File: src/hdl/cdk_pkg.sv
// cdk_pkg: shared types, constants and saturating helpers for the clock
// offset/drift filter. No dependencies; used by cdk_mq and the top level.
`default_nettype none
package cdk_pkg;

    // fixed-point constants
    localparam logic [63:0] INF_VAR    = 64'hFFFF_FFFF_FFFF_FFFF;
    localparam logic [63:0] S64_MAX    = 64'h7FFF_FFFF_FFFF_FFFF;
    localparam logic [63:0] S64_MIN    = 64'h8000_0000_0000_0000;
    localparam logic [63:0] C_ONE      = 64'd1;
    localparam logic [63:0] C_2P16     = 64'h0000_0000_0001_0000;
    localparam logic [63:0] C_2P24     = 64'h0000_0000_0100_0000;
    localparam logic [63:0] C_2P32     = 64'h0000_0001_0000_0000;
    localparam logic [63:0] C_2P40     = 64'h0000_0100_0000_0000;
    localparam logic [63:0] C_2P60     = 64'h1000_0000_0000_0000;
    localparam logic [63:0] C_NEG_2P60 = 64'hF000_0000_0000_0000;
    localparam logic [63:0] C_Q8_ONE   = 64'd256;
    localparam logic [63:0] MAX_STEP   = 64'd2097152000;
    localparam logic [63:0] HALF_US    = 64'h0000_0000_0008_0000;

    // op codes
    localparam logic [1:0] OP_UPDATE = 2'd0;
    localparam logic [1:0] OP_C2S    = 2'd1;
    localparam logic [1:0] OP_S2C    = 2'd2;

    // status codes
    localparam logic [1:0] STAT_APPLIED  = 2'd0;
    localparam logic [1:0] STAT_SKIPPED  = 2'd1;
    localparam logic [1:0] STAT_REJECTED = 2'd2;
    localparam logic [1:0] STAT_CONV     = 2'd3;

    // register indexes
    localparam logic [2:0] CFG_ERROR_SCALE   = 3'd0;
    localparam logic [2:0] CFG_FORGET_CUTOFF = 3'd1;
    localparam logic [2:0] CFG_FORGET_FACTOR = 3'd2;
    localparam logic [2:0] CFG_OFFSET_NOISE  = 3'd3;
    localparam logic [2:0] CFG_DRIFT_NOISE   = 3'd4;
    localparam logic [2:0] CFG_DRIFT_SNR     = 3'd5;
    localparam logic [2:0] CFG_WARMUP        = 3'd6;
    localparam logic [2:0] CFG_DRIFT_SAMPLES = 3'd7;

    // register reset values
    localparam logic [15:0] RST_ERROR_SCALE   = 16'd256;
    localparam logic [15:0] RST_FORGET_CUTOFF = 16'd768;
    localparam logic [15:0] RST_FORGET_FACTOR = 16'd256;
    localparam logic [47:0] RST_OFFSET_NOISE  = 48'd429497;
    localparam logic [63:0] RST_DRIFT_NOISE   = 64'd0;
    localparam logic [15:0] RST_DRIFT_SNR     = 16'd1024;
    localparam logic [7:0]  RST_WARMUP        = 8'd100;
    localparam logic [7:0]  RST_DRIFT_SAMPLES = 8'd100;

    typedef enum logic [1:0] {GM_ZERO, GM_TAKE, GM_FUSE} t_gain;

    typedef enum logic [1:0] {ST_IDLE, ST_ISSUE, ST_WAIT, ST_OUT} t_ctl_state;

    typedef enum logic [2:0] {
        MQ_IDLE, MQ_MUL, MQ_NORM, MQ_DIV, MQ_RND, MQ_DONE
    } t_mq_state;

    // sequencer steps
    typedef enum logic [4:0] {
        SP_RV, SP_F1, SP_F1A, SP_F1B, SP_F1C, SP_F1D,
        SP_K1, SP_K2, SP_K3, SP_K4, SP_K5, SP_K6, SP_K7, SP_K8, SP_K9,
        SP_K10, SP_K11, SP_K12, SP_K13, SP_K14, SP_K15, SP_K16, SP_K17,
        SP_K18, SP_K19, SP_KACT, SP_C1, SP_C2
    } t_step;

    // request to the shared multiply/divide unit
    typedef struct packed {
        logic       start;
        logic       mul_only;
        logic       neg;
        logic [5:0] sh;
    } t_mq_req;

    function automatic logic [63:0] mag(input logic [63:0] v);
        return v[63] ? (~v + 64'd1) : v;
    endfunction

    function automatic logic [63:0] from_sm(input logic [63:0] m, input logic neg);
        if (!neg) return m[63] ? S64_MAX : m;
        if (m[63]) return S64_MIN;
        return ~m + 64'd1;
    endfunction

    function automatic logic [63:0] sadd(input logic [63:0] a, input logic [63:0] b);
        logic [63:0] s;
        s = a + b;
        if (a[63] == b[63] && s[63] != a[63]) return a[63] ? S64_MIN : S64_MAX;
        return s;
    endfunction

    function automatic logic [63:0] sneg(input logic [63:0] a);
        return (a == S64_MIN) ? S64_MAX : (~a + 64'd1);
    endfunction

    function automatic logic [63:0] uadd(input logic [63:0] a, input logic [63:0] b);
        logic [64:0] s;
        s = {1'b0, a} + {1'b0, b};
        if (a == INF_VAR || b == INF_VAR || s[64]) return INF_VAR;
        return s[63:0];
    endfunction

    function automatic logic [63:0] round_us(input logic [63:0] v);
        logic [63:0] m;
        m = mag(v) + HALF_US;
        return from_sm({20'd0, m[63:20]}, v[63]);
    endfunction

    function automatic t_gain gain_mode(input logic [63:0] p, input logic [63:0] r);
        logic [63:0] s;
        s = uadd(p, r);
        if (p == INF_VAR && r != INF_VAR) return GM_TAKE;
        if (s == INF_VAR || s == 64'd0) return GM_ZERO;
        return GM_FUSE;
    endfunction

endpackage
`default_nettype wire

File: src/hdl/cdk_mq.sv
// cdk_mq: shared iterative unit, round(a * b * 2^sh / c) with saturation,
// or the plain 128-bit product a * b. Depends on cdk_pkg.
`default_nettype none
module cdk_mq
    import cdk_pkg::*;
(
    input  wire logic          i_clk,
    input  wire logic          i_rst_n,
    input  wire t_mq_req       i_req,
    input  wire logic [63:0]   i_a,
    input  wire logic [63:0]   i_b,
    input  wire logic [63:0]   i_c,
    output logic               o_done,
    output logic [63:0]        o_q,
    output logic [63:0]        o_qs,
    output logic [127:0]       o_prod
);

    t_mq_state    r_state, n_state;
    logic [63:0]  r_hi, r_lo, r_b, r_c, r_rem, r_q;
    logic [5:0]   r_cnt, r_sh;
    logic         r_neg, r_mul_only;

    logic [64:0]  w_sum;
    logic [191:0] w_wide;
    logic         w_sat;
    logic [63:0]  w_shl, w_rem_nx;
    logic         w_qbit, w_round;

    // shift-add multiply step
    assign w_sum = r_lo[0] ? ({1'b0, r_hi} + {1'b0, r_b}) : {1'b0, r_hi};

    // scale and overflow check before the divide
    assign w_wide = {64'd0, r_hi, r_lo} << r_sh;
    assign w_sat  = (r_c == 64'd0) || (|w_wide[191:128]) || (w_wide[127:64] >= r_c);

    // restoring divide step
    assign w_shl    = {r_rem[62:0], r_lo[63]};
    assign w_qbit   = r_rem[63] || (w_shl >= r_c);
    assign w_rem_nx = w_qbit ? (w_shl - r_c) : w_shl;

    // round half up
    assign w_round = r_rem >= (r_c - r_rem);

    // state register
    always_ff @(posedge i_clk) begin
        if (!i_rst_n) begin
            r_state <= MQ_IDLE;
        end else begin
            r_state <= n_state;
        end
    end

    // next state
    always_comb begin
        n_state = r_state;
        unique case (r_state)
            MQ_IDLE: if (i_req.start) n_state = MQ_MUL;
            MQ_MUL:  if (r_cnt == 6'd63) n_state = MQ_NORM;
            MQ_NORM: begin
                if (r_mul_only || w_sat) n_state = MQ_DONE;
                else n_state = MQ_DIV;
            end
            MQ_DIV:  if (r_cnt == 6'd63) n_state = MQ_RND;
            MQ_RND:  n_state = MQ_DONE;
            MQ_DONE: n_state = MQ_IDLE;
            default: n_state = MQ_IDLE;
        endcase
    end

    // outputs
    always_comb begin
        o_done = (r_state == MQ_DONE);
        o_q    = r_q;
        o_qs   = from_sm(r_q, r_neg);
        o_prod = {r_hi, r_lo};
    end

    // datapath
    always_ff @(posedge i_clk) begin
        case (r_state)
            MQ_IDLE: begin
                if (i_req.start) begin
                    r_hi       <= 64'd0;
                    r_lo       <= i_a;
                    r_b        <= i_b;
                    r_c        <= i_c;
                    r_sh       <= i_req.sh;
                    r_neg      <= i_req.neg;
                    r_mul_only <= i_req.mul_only;
                    r_cnt      <= 6'd0;
                end
            end
            MQ_MUL: begin
                {r_hi, r_lo} <= {w_sum, r_lo[63:1]};
                r_cnt        <= r_cnt + 6'd1;
            end
            MQ_NORM: begin
                if (!r_mul_only) begin
                    if (w_sat) begin
                        r_q <= INF_VAR;
                    end else begin
                        r_rem <= w_wide[127:64];
                        r_lo  <= w_wide[63:0];
                        r_q   <= 64'd0;
                        r_cnt <= 6'd0;
                    end
                end
            end
            MQ_DIV: begin
                r_rem <= w_rem_nx;
                r_q   <= {r_q[62:0], w_qbit};
                r_lo  <= {r_lo[62:0], 1'b0};
                r_cnt <= r_cnt + 6'd1;
            end
            MQ_RND: begin
                if (w_round) r_q <= (r_q == INF_VAR) ? INF_VAR : (r_q + 64'd1);
            end
            default: ;
        endcase
    end

endmodule
`default_nettype wire

File: config.mk
export PLATFORM = sky130hd
export DESIGN_NAME = cdk_mq
export DESIGN_NICKNAME = d
export VERILOG_FILES = /design/src/hdl/cdk_pkg.sv /design/src/hdl/cdk_mq.sv
export SDC_FILE = /design/constraint.sdc
export NUM_CORES = 2
export LEC_CHECK = 0
export BUFFER_PORTS_ARGS = -buffer_cell sky130_fd_sc_hd__clkbuf_2
export CAP_MARGIN = 20
export CELL_PAD_IN_SITES_DETAIL_PLACEMENT = 1
export CELL_PAD_IN_SITES_GLOBAL_PLACEMENT = 2
export CORE_ASPECT_RATIO = 0.8
export CORE_UTILIZATION = 33
export DETAILED_ROUTE_END_ITERATION = 10
export PLACE_DENSITY = 0.82
export SYNTH_ARGS = -nofsm -noshare
export SYNTH_HDL_FRONTEND = slang
export SYNTH_SLANG_ARGS = --single-unit
export TNS_END_PERCENT = 20
File: constraint.sdc
create_clock -name i_clk -period 9.2 [get_ports i_clk]
set_clock_uncertainty 0.05 [all_clocks]
set_input_delay 0 -clock i_clk [delete_from_list [all_inputs] [get_ports i_clk]]
set_output_delay 0 -clock i_clk [all_outputs]
set_load 0.02 [all_outputs]
==> results.sh <==
export IMPL_yosys_warnings=0
export IMPL_dieArea_um2=129900
export IMPL_p_per_area_nw_per_um2=141.5
export IMPL_crit_type="flip-flop to flip-flop"
export IMPL_final_max_slew_viol_count=0
export IMPL_vias=43630
export IMPL_worst_pin_slew_ns=1.165
export IMPL_overflow=0
export IMPL_holdPathEnd="r_b[10]$_DFFE_PP_"
export IMPL_io_buffers=459
export IMPL_max_cap_viol_count=0
export IMPL_syn_inst=5053
export IMPL_cts_reportedPaths_clkPinSlew_ns=0.06
export IMPL_syn_area_per_cell_um2=8.389
export IMPL_clkSinkCount=401
export IMPL_reg2reg_to="r_lo[5]$_DFFE_PP_"
export IMPL_ioPinCount=460
export IMPL_grt_pass1_wl_um=281900
export IMPL_async_reset_ff_frac=0
export IMPL_grt_pass1_vias=42580
export IMPL_vdd_drop_max_mv=0.1122
export IMPL_mostFrequentLayoutCell="nand2_1"
export IMPL_via_per_inst=5.948
export IMPL_drive_gt1_frac=0.1430
export IMPL_setup_worst_path_start_class="flip-flop"
export IMPL_hold_path_depth=2
export IMPL_gp_congestion=0.9866
export IMPL_drt_pass1_iter_count=5
export IMPL_rsz0062_at_grt="false"
export IMPL_coreArea_um2=127400
export IMPL_cts_buffer_depth=3
export IMPL_dp_final_hpwl_um=145800
export IMPL_wire_per_inst_um=26.08
export IMPL_clock_root_buffer="clkbuf_16"
export IMPL_place_area_um2=46120
export IMPL_synth_seq_cells=401
export IMPL_grt_total_usage=0.2834
export IMPL_grt_max_degree=89
export IMPL_nNetsFinal=6152
export IMPL_synth_edf_count=398
export IMPL_synthFlopType="edfxtp_1"
export IMPL_min_from="i_b[10]"
export IMPL_worstPathRequired_ns=9.41
export IMPL_cts_setup_buffers=0
export IMPL_die_x_um=402.7
export IMPL_design_area_um2=50950
export IMPL_rows=117
export IMPL_die_height_um=322.6
export IMPL_synthTopCellsByArea="edfxtp_1 28%, ha_1 9.5%, mux4_2 7.2%"
export IMPL_detail_route_antenna_nets=0
export IMPL_dr_first_iter_drc_count=4439
export IMPL_cts_made_buffers=52
export IMPL_final_hold_violation_count=0
export IMPL_reg2regPathDepth=20
export IMPL_startpoint="r_sh[0]$_DFFE_PP_"
export IMPL_clk_latency_ns=0.67
export IMPL_timing_final_crit_period_ns=7.798
export IMPL_period_share=0.8476
export IMPL_antenna_found_initial=6
export IMPL_critPathMaxFanout=64
export IMPL_synth_area_leader_cell="edfxtp_1"
export IMPL_post_route_drc_count=0
export IMPL_ff2ff_setup_slack_ns=1.40
export IMPL_p_leak_uw=0.02098
export IMPL_fin_util=0.4000
export IMPL_drt_total_wl_um=191300
export IMPL_final_cell_mix="620 x nand2_1, 588 x nor2_1, 490 x a21oi_1"
export IMPL_seq_area_frac_synth=0.2833
export IMPL_h_tree_depth=2
export IMPL_crit_arrival_ns=8.01
export IMPL_area_growth_pct=20.18
export IMPL_synth_nets=5581
export IMPL_worst_setup_path_end_kind="flip-flop"
export IMPL_fin_tns_setup_ns=0
export IMPL_start_util=0.3329
export IMPL_setup_violations=0
export IMPL_netlist_area_um2=42390
export IMPL_reg2reg_from="r_sh[0]$_DFFE_PP_"
export IMPL_ys_types=81
export IMPL_status="completed"
export IMPL_slew_headroom=0.2168
export IMPL_max_freq_mhz=128.2
export IMPL_cts_tree="built"
export IMPL_min_path_type="primary input to flip-flop"
export IMPL_synth_top_area_frac=0.2819
## repair_timing
item                                   4_1_cts  5_1_grt
resized for setup                            0        0
hold buffers                               318        0
endpoints found under the hold margin      217        0
## cells by family (layout without fill, tap and decap cells)
kind of cell / count (synthesis) / after routing / synth area share
flip-flops: 401 / 401 / 0.2833
adder cells (fa/ha/maj): 325 / 325 / 0.09646
XOR/XNOR: 254 / 254 / 0.05248
AND/OR/NAND/NOR: 1716 / 1716 / 0.1789
other: 0 / 2 / 0
buffers and inverters: 532 / 1145 / 0.04879
multiplexers: 306 / 306 / 0.1130
AO/OA/AOI/OAI: 1519 / 1519 / 0.2270
## metrics by stage
step           std cells  total power [µW]  setup slack [ns]  hold slack [ns]
4_1_cts             7331              7196             1.632         0.001432
3_3_place_gp        6915              4936             1.843           0.1282
6_report            7334              7209             1.402          0.03003
3_5_place_dp        6917              4981             1.692           0.1288
2_1_floorplan       5053              4014            0.4665          0.04887
5_1_grt             7333              7517             1.142          0.02450
## synth_stat cells (32+ instances only)
library cell / n
nor3_1: 64
a211o_1: 63
o21a_1: 43
nand2_1: 622
nand4_1: 68
mux2i_1: 139
inv_1: 198
buf_1: 51
xnor2_1: 128
ha_1: 322
nand2b_1: 54
and3_1: 35
clkbuf_1: 261
nor4_1: 41
a211oi_1: 47
o32a_1: 42
edfxtp_1: 398
mux4_2: 135
nor2b_1: 49
xor2_1: 126
mux2_2: 32
a21oi_1: 491
nand3_1: 92
nor2_1: 592
a21o_1: 167
o21ai_0: 364
## flip-flops by register name, summed over array words and instances, names as in the netlist
signal	flops
r_mul_only	1
r_cnt	6
r_sh	6
r_c	64
r_lo	64
o_q	64
r_neg	1
r_hi	64
r_b	64
r_state	3
r_rem	64
## routing by layer
layer / track usage / vias to the layer above / wire length, µm
li1: - / 19890 / -
met1: 0.4218 / 21810 / 90130
met2: 0.4217 / 1727 / 81650
met3: 0.04948 / 200 / 15220
met4: 0.06574 / 0 / 4313
met5: 0 / - / 0
## critical path, stage by stage, from the launching register on
cell      delay [ns]
edfxtp_1        0.80
buf_12          0.34
mux4_2          0.56
nand2_1         0.10
nand2_1         0.11
o21ai_0         0.35
nor2_1          0.10
nor2_1          0.59
a21oi_1         0.28
ha_1            0.28
a21o_1          0.18
a211oi_1        0.37
o211ai_1        0.18
o211ai_1        0.25
a311oi_1        0.15
o31ai_1         0.29
a31oi_1         0.17
nor4_1          0.90
mux2i_1         0.33
a21oi_4         0.22
buf_4           0.69
## cell type report
class                   count  area (µm²)
diodes                      2       5.005
fillers                 15170       76410
multi-input cells        4120       28390
flip-flops and latches    401       12010
clock buffers              58        1324
inverters                 204       773.2
repair buffers            845        6051
well taps                1666        2085
clock inverters            38       307.8
## worst max path at each step
stage | endpoint | depth (start not counted) | slack, ns
after floorplan | r_rem[0]$_DFFE_PP_ | 26 | 0.47
after CTS | r_lo[16]$_DFFE_PP_ | 19 | 1.63
final | r_lo[5]$_DFFE_PP_ | 20 | 1.40
after global placement | r_lo[0]$_DFFE_PP_ | 19 | 1.84
after detailed placement | r_lo[0]$_DFFE_PP_ | 19 | 1.69
after global routing | r_lo[16]$_DFFE_PP_ | 20 | 1.14
## power by group
group	switching (µW)	internal [µW]
sequential	250	2170
combinational	1660	1050
clock	950	1130
Power figures use the tool's default switching activity.
